## config.mk

```make
export PLATFORM = sky130hd
export DESIGN_NAME = keyboard_controller_scan_queue
export DESIGN_NICKNAME = d
export VERILOG_FILES = /design/src/rtl/core/kbc_pkg.sv /design/src/rtl/core/keyboard_controller_scan_queue.sv
export SDC_FILE = /design/constraint.sdc
export NUM_CORES = 1
export LEC_CHECK = 0
export ABC_AREA = 1
export BUFFER_PORTS_ARGS = -buffer_cell sky130_fd_sc_hd__buf_2
export CORE_MARGIN = 1.5
export CORE_UTILIZATION = 50
export DETAILED_ROUTE_END_ITERATION = 12
export MAX_ROUTING_LAYER = met4
export PLACE_DENSITY = 0.67
export SETUP_SLACK_MARGIN = 0.05
export SYNTH_ARGS = -nofsm -noshare
export SYNTH_HDL_FRONTEND = slang
export SYNTH_SLANG_ARGS = --single-unit
```

## constraint.sdc

```tcl
create_clock -name clk -period 5.26 [get_ports clk]
set_clock_uncertainty 0.05 [all_clocks]
set_input_delay 0.526 -clock clk [delete_from_list [all_inputs] [get_ports clk]]
set_output_delay 0.526 -clock clk [all_outputs]
set_load 0.05 [all_outputs]
```

## src/rtl/core/kbc_pkg.sv

```systemverilog
`timescale 1ns / 1ps
// ----------------------------------------------------------------------------
// kbc_pkg
// Shared types and constants for the keyboard controller scan-code queue.
// ----------------------------------------------------------------------------
package kbc_pkg;

    typedef enum logic [1:0] {
        OP_PORT_READ  = 2'd0,
        OP_PORT_WRITE = 2'd1,
        OP_TIMER_TICK = 2'd2,
        OP_KEY_EVENT  = 2'd3
    } op_t;

    localparam logic [15:0] PORT_DATA   = 16'h0060;
    localparam logic [15:0] PORT_SYSTEM = 16'h0061;
    localparam logic [15:0] PORT_STATUS = 16'h0064;

    localparam logic [7:0] RESET_BITS         = 8'hC0;
    localparam logic [7:0] RESET_CODE         = 8'hAA;
    localparam logic [7:0] SYSTEM_RESET_VALUE = 8'h0E;

    // Status bit positions.
    localparam int unsigned DATA_READY_BIT    = 0;
    localparam int unsigned COMMAND_READY_BIT = 1;

    typedef logic [1:0] status_t;

endpackage

```

## src/rtl/core/keyboard_controller_scan_queue.sv

```systemverilog
`timescale 1ns / 1ps
// ----------------------------------------------------------------------------
// keyboard_controller_scan_queue
// Simplified PC keyboard controller with a scan-code ring buffer in memory.
// ----------------------------------------------------------------------------
// Usage:
// The input channel (in_valid / in_stall) carries one transaction per item:
// a port read, a port write, a timer tick or a key event. The output channel
// (out_valid / out_stall) returns exactly one result per item: read_data,
// key_accepted and irq_pulse.
// A result appears in the output register on the cycle after its item is
// accepted. Throughput is one item per cycle while no result is stalled.
// The scan codes live in a synchronous memory whose head entry is fetched
// every cycle at the next head address, with a bypass when a key is written
// to that same entry, so a timer tick always finds the head byte ready.
// While the receiver stalls a pending result, in_stall is raised and the
// result holds; a new item is taken in the same cycle the old result leaves.
// Reset empties the queue, clears the data byte and status, and loads the
// system port byte with 0x0E. Queue memory contents are not cleared; entries
// are only read after they have been written.
// ----------------------------------------------------------------------------
module keyboard_controller_scan_queue #(
    parameter int unsigned QUEUE_DEPTH = 16
) (
    input  logic        clk,
    input  logic        rst_n,
    input  logic        in_valid,
    output logic        in_stall,
    input  logic [1:0]  op,
    input  logic [15:0] port_addr,
    input  logic [7:0]  write_data,
    input  logic [7:0]  key_code,
    input  logic        force_overwrite,
    output logic        out_valid,
    input  logic        out_stall,
    output logic [7:0]  read_data,
    output logic        key_accepted,
    output logic        irq_pulse
);

    localparam int unsigned PTR_W = (QUEUE_DEPTH > 1) ? $clog2(QUEUE_DEPTH) : 1;
    localparam int unsigned CNT_W = $clog2(QUEUE_DEPTH + 1);
    localparam int unsigned SUM_W = CNT_W + 1;
    localparam logic [PTR_W-1:0] LAST_PTR  = PTR_W'(QUEUE_DEPTH - 1);
    localparam logic [CNT_W-1:0] FULL_CNT  = CNT_W'(QUEUE_DEPTH);
    localparam logic [SUM_W-1:0] DEPTH_SUM = SUM_W'(QUEUE_DEPTH);

    logic [7:0] queue_mem [QUEUE_DEPTH];

    logic [PTR_W-1:0]      head_reg, head_next;
    logic [CNT_W-1:0]      count_reg, count_next;
    logic [7:0]            data_reg, data_next;
    kbc_pkg::status_t      status_reg, status_next;
    logic [7:0]            system_reg, system_next;
    logic [7:0]            head_byte_reg;

    logic                  out_valid_reg;
    logic [7:0]            read_data_reg, read_data_next;
    logic                  accepted_reg, accepted_next;
    logic                  irq_reg, irq_next;

    logic                  take;
    logic                  wr_en;
    logic [PTR_W-1:0]      wr_addr;
    logic [SUM_W-1:0]      tail_sum;
    logic [PTR_W-1:0]      tail_ptr;
    logic [PTR_W-1:0]      prev_ptr;
    kbc_pkg::op_t          op_code;

    assign in_stall = out_valid_reg && out_stall;
    assign take     = in_valid && !in_stall;
    assign op_code  = kbc_pkg::op_t'(op);

    // Tail slot is (head + count) mod depth; the sum stays below twice the depth.
    assign tail_sum = SUM_W'(head_reg) + SUM_W'(count_reg);
    assign tail_ptr = (tail_sum >= DEPTH_SUM) ? PTR_W'(tail_sum - DEPTH_SUM)
                                              : PTR_W'(tail_sum);
    // Newest entry of a full queue sits just before the head.
    assign prev_ptr = (head_reg == '0) ? LAST_PTR : head_reg - PTR_W'(1);

    always_comb
    begin
        head_next      = head_reg;
        count_next     = count_reg;
        data_next      = data_reg;
        status_next    = status_reg;
        system_next    = system_reg;
        read_data_next = 8'h00;
        accepted_next  = 1'b0;
        irq_next       = 1'b0;
        wr_en          = 1'b0;
        wr_addr        = tail_ptr;

        if (take)
        begin
            case (op_code)
                kbc_pkg::OP_PORT_READ:
                begin
                    if (port_addr == kbc_pkg::PORT_DATA)
                    begin
                        read_data_next = data_reg;
                        data_next      = 8'h00;
                        status_next    = '0;
                    end
                    else if (port_addr == kbc_pkg::PORT_SYSTEM)
                    begin
                        read_data_next = system_reg;
                    end
                    else if (port_addr == kbc_pkg::PORT_STATUS)
                    begin
                        read_data_next = {6'b0, status_reg};
                    end
                end
                kbc_pkg::OP_PORT_WRITE:
                begin
                    if (port_addr == kbc_pkg::PORT_SYSTEM)
                    begin
                        if ((system_reg & kbc_pkg::RESET_BITS) == 8'h00 &&
                            (write_data & kbc_pkg::RESET_BITS) != 8'h00)
                        begin
                            count_next  = '0;
                            data_next   = kbc_pkg::RESET_CODE;
                            status_next = 2'b11;
                            irq_next    = 1'b1;
                        end
                        system_next = write_data;
                    end
                end
                kbc_pkg::OP_TIMER_TICK:
                begin
                    status_next[kbc_pkg::COMMAND_READY_BIT] = 1'b1;
                    if (count_reg != '0 && !status_reg[kbc_pkg::DATA_READY_BIT])
                    begin
                        status_next[kbc_pkg::DATA_READY_BIT] = 1'b1;
                        data_next  = head_byte_reg;
                        head_next  = (head_reg == LAST_PTR) ? '0 : head_reg + PTR_W'(1);
                        count_next = count_reg - CNT_W'(1);
                        irq_next   = 1'b1;
                    end
                end
                kbc_pkg::OP_KEY_EVENT:
                begin
                    if (count_reg < FULL_CNT)
                    begin
                        wr_en         = 1'b1;
                        wr_addr       = tail_ptr;
                        count_next    = count_reg + CNT_W'(1);
                        accepted_next = 1'b1;
                    end
                    else if (force_overwrite)
                    begin
                        wr_en   = 1'b1;
                        wr_addr = prev_ptr;
                    end
                end
                default:
                begin
                    read_data_next = 8'h00;
                end
            endcase
        end
    end

    // Queue memory: one write port and a registered read of the next head slot.
    // A write to the slot being fetched is forwarded into the head byte.
    always_ff @(posedge clk)
    begin
        if (wr_en)
        begin
            queue_mem[wr_addr] <= key_code;
        end
        if (wr_en && wr_addr == head_next)
        begin
            head_byte_reg <= key_code;
        end
        else
        begin
            head_byte_reg <= queue_mem[head_next];
        end
    end

    always_ff @(posedge clk or negedge rst_n)
    begin
        if (!rst_n)
        begin
            head_reg      <= '0;
            count_reg     <= '0;
            data_reg      <= 8'h00;
            status_reg    <= '0;
            system_reg    <= kbc_pkg::SYSTEM_RESET_VALUE;
            out_valid_reg <= 1'b0;
        end
        else
        begin
            head_reg   <= head_next;
            count_reg  <= count_next;
            data_reg   <= data_next;
            status_reg <= status_next;
            system_reg <= system_next;
            if (take)
            begin
                out_valid_reg <= 1'b1;
            end
            else if (!out_stall)
            begin
                out_valid_reg <= 1'b0;
            end
        end
    end

    always_ff @(posedge clk)
    begin
        if (take)
        begin
            read_data_reg <= read_data_next;
            accepted_reg  <= accepted_next;
            irq_reg       <= irq_next;
        end
    end

    assign out_valid    = out_valid_reg;
    assign read_data    = read_data_reg;
    assign key_accepted = accepted_reg;
    assign irq_pulse    = irq_reg;

endmodule

```

==> run metrics <==
Critical Path End Type=flip-flop; commonest non-fill, non-tap cell in the layout=nand2_1; Setup-failing EPs final=0; clk slew on worst S/H paths=roughly 0.07 ns; Via density=5.33; Setup crit start kind=flip-flop; total global routing overflow=0; RePlAce Congestion=0.896; final hold viol count=0; DRC=0; RSZ-0062 raised after global routing=no; Layout fillers=approximately 1300; Root Driver=clkbuf_16; CTS tree=yes; synthesis warning total=0; setup repair bufs after CTS=0; ANT nets after route=0; Yosys cell types=39; Fin Setup TNS=0 ns; worst skew pair latency=~0.43 ns; Seq cells post-synth=170; # hold bufs at CTS=0; Layout Cells excl Fill=1036; number of global-route vias before repair=between 5000 and 6000; Post-Syn Area=7800 um^2; post-route core utilization=0.577; antenna diode count=0; core area=15200 um^2; largest net degree at the start of global routing=66; port bufs=50; routed len/inst=16.4 um; main flop type after synthesis=edfxtp_1; Critical Path RT=around 5.3 ns; min Tclk post-route=about 2.8 ns; DRT Wirelength=17.0 mm; share of layout cells above drive strength 1=0.139; Arrival @ worst endpoint=2.82 ns; CTS Buffer Depth=2; Post-synth EDFFs=138; cts bufs inserted=17; GRT Overall Usage=0.223; # rows=between 40 and 50; pwr dens=489 nW/um^2; Nets=889; syn avg cell area=about 9.9 um^2; fmax=356 MHz; cells after synthesis=789; Worst slew margin=0.301; leakage=3.68 nW; slew at the pin closest to its max-slew limit=1.05 ns; die height=about 130 um; cell count after placement=1004; Die X=~130 um; async set-reset flop share out of synthesis=0.165; Hold Crit Class=in2async; total number of vias=~5500; syn nets=around 840; max-slew violations=0; first-pass GRT wire length=26.6 mm; CTS sink cnt=170; post-synthesis sequential area ratio=0.632; Area Overhead vs Synth=12.4%; starting DRC count in detailed routing=559; critical path peak fanout=13; initial antenna violation count=0; outcome=finished clean; H-tree depth=4; Max VDD drop=0.458 mV; Die Area=16400 um^2; Max-cap violations=0; Post-CTS Resized=0; DPL Wire Length=11.5 mm; most frequent cells in the layout=nand2_1 (269), edfxtp_1 (138), nand3_1 (74); First-pass DRT Iterations=5; max FFs per register=128; IO Pins=51; crit share post-route=0.533; WS Path Type=reg2reg; Biggest register=queue_mem; Initial Util=0.513
-- worst paths after layout --
check / from / end / slack [ns] / cells past startpoint
setup / recovery: out_valid / queue_mem[4][3] / 2.45 / 7
hold / removal: rst_n / system_reg[5] / 0.07 / 1
setup reg to reg: out_valid / queue_mem[4][3] / 2.45 / 7
hold reg to reg: data_reg[7] / data_reg[7] / 0.43 / 2
max in group asynchronous: rst_n / head_reg[1] / 4.65 / 1
min in group clk: write_data[2] / system_reg[2] / 0.25 / 3
-- cell type report --
class	count	area [um^2]	share of cell area
multi-input cells	526	2490	0.284
inverters	68	255	0.0291
clock inverters	14	158	0.0180
well taps	188	235	0.0268
repair buffers	52	265	0.0303
flip-flops and latches	170	4930	0.562
clock buffers	18	429	0.0490
-- per-stage QoR --
step | setup WS, ns | power (W) | area, um^2 | hold WS [ns]
3_3_place_gp | 2.32 | 0.00303 | 8180 | 0.415
4_1_cts | 2.47 | 0.00428 | 8760 | 0.0845
3_5_place_dp | 2.23 | 0.00305 | 8180 | 0.420
6_report | 2.45 | 0.00429 | 8760 | 0.0713
2_1_floorplan | 2.77 | 0.00268 | 7800 | 0.180
5_1_grt | 2.25 | 0.00453 | 8760 | 0.122
-- routing by layer --
metal / up-vias / share of wire / wire (um) / track usage
li1: 2700 / - / - / -
met3: 21 / 0.069 / 1180 / 0.0463
met4: 0 / 0.016 / 269 / 0.0760
met1: 2636 / 0.44 / 7410 / 0.293
met2: 169 / 0.48 / 8110 / 0.349
met5: - / 0 / 0 / -
-- cells by family (layout without fill, tap and decap cells) --
| family | after synthesis | in the layout | share of synthesized area |
|---|---|---|---|
| compound gates | 66 | 66 | 0.0494 |
| xor+xnor | 4 | 4 | 0.00449 |
| fa+ha+maj | 15 | 15 | 0.0260 |
| buf+inv | 93 | 152 | 0.0486 |
| flops | 170 | 170 | 0.632 |
| simple gates | 441 | 441 | 0.240 |
-- report_power, final --
part / internal [W] / total [W] / switching [W]
clock network: 0.000709 / 0.00123 / 0.000526
logic: 0.000409 / 0.00135 / 0.000941
registers: 0.00157 / 0.00170 / 0.000131
total: 0.00269 / 0.00429 / 0.00160
-- synth_stat cells, types with 2 or more instances --
cell,instances,area [um^2]
edfxtp_1,138,4140
buf_2,12,60.1
nand3_2,2,20.0
fa_1,2,40.0
or2_2,3,18.8
nor3_1,5,25.0
xor2_1,3,26.3
a31oi_1,2,12.5
dfxtp_1,4,80.1
buf_1,2,7.51
dfrtp_1,25,626
o21ai_2,9,78.8
inv_1,65,244
a21oi_1,14,70.1
ha_1,13,163
nand2_2,3,18.8
nor2_1,71,267
nand2_1,269,1010
nor2_2,2,12.5
o21ai_0,26,130
buf_4,2,15.0
inv_2,3,11.3
nand3_1,74,370
nand4_1,3,18.8
nor2_4,4,45.0
o21ai_1,11,55.1
clkbuf_1,8,30.0
dfstp_2,3,78.8
-- worst max-delay path, stage by stage, from the launching register on --
cell and delay [ns]:
dfrtp_1 0.38, nand2_1 0.11, nand2_2 0.14, inv_1 0.46, o211ai_1 0.24, and2b_1 0.28
nand2_1 0.16, nor2_1 0.61
Note: power is estimated with default switching activity, not from simulation.
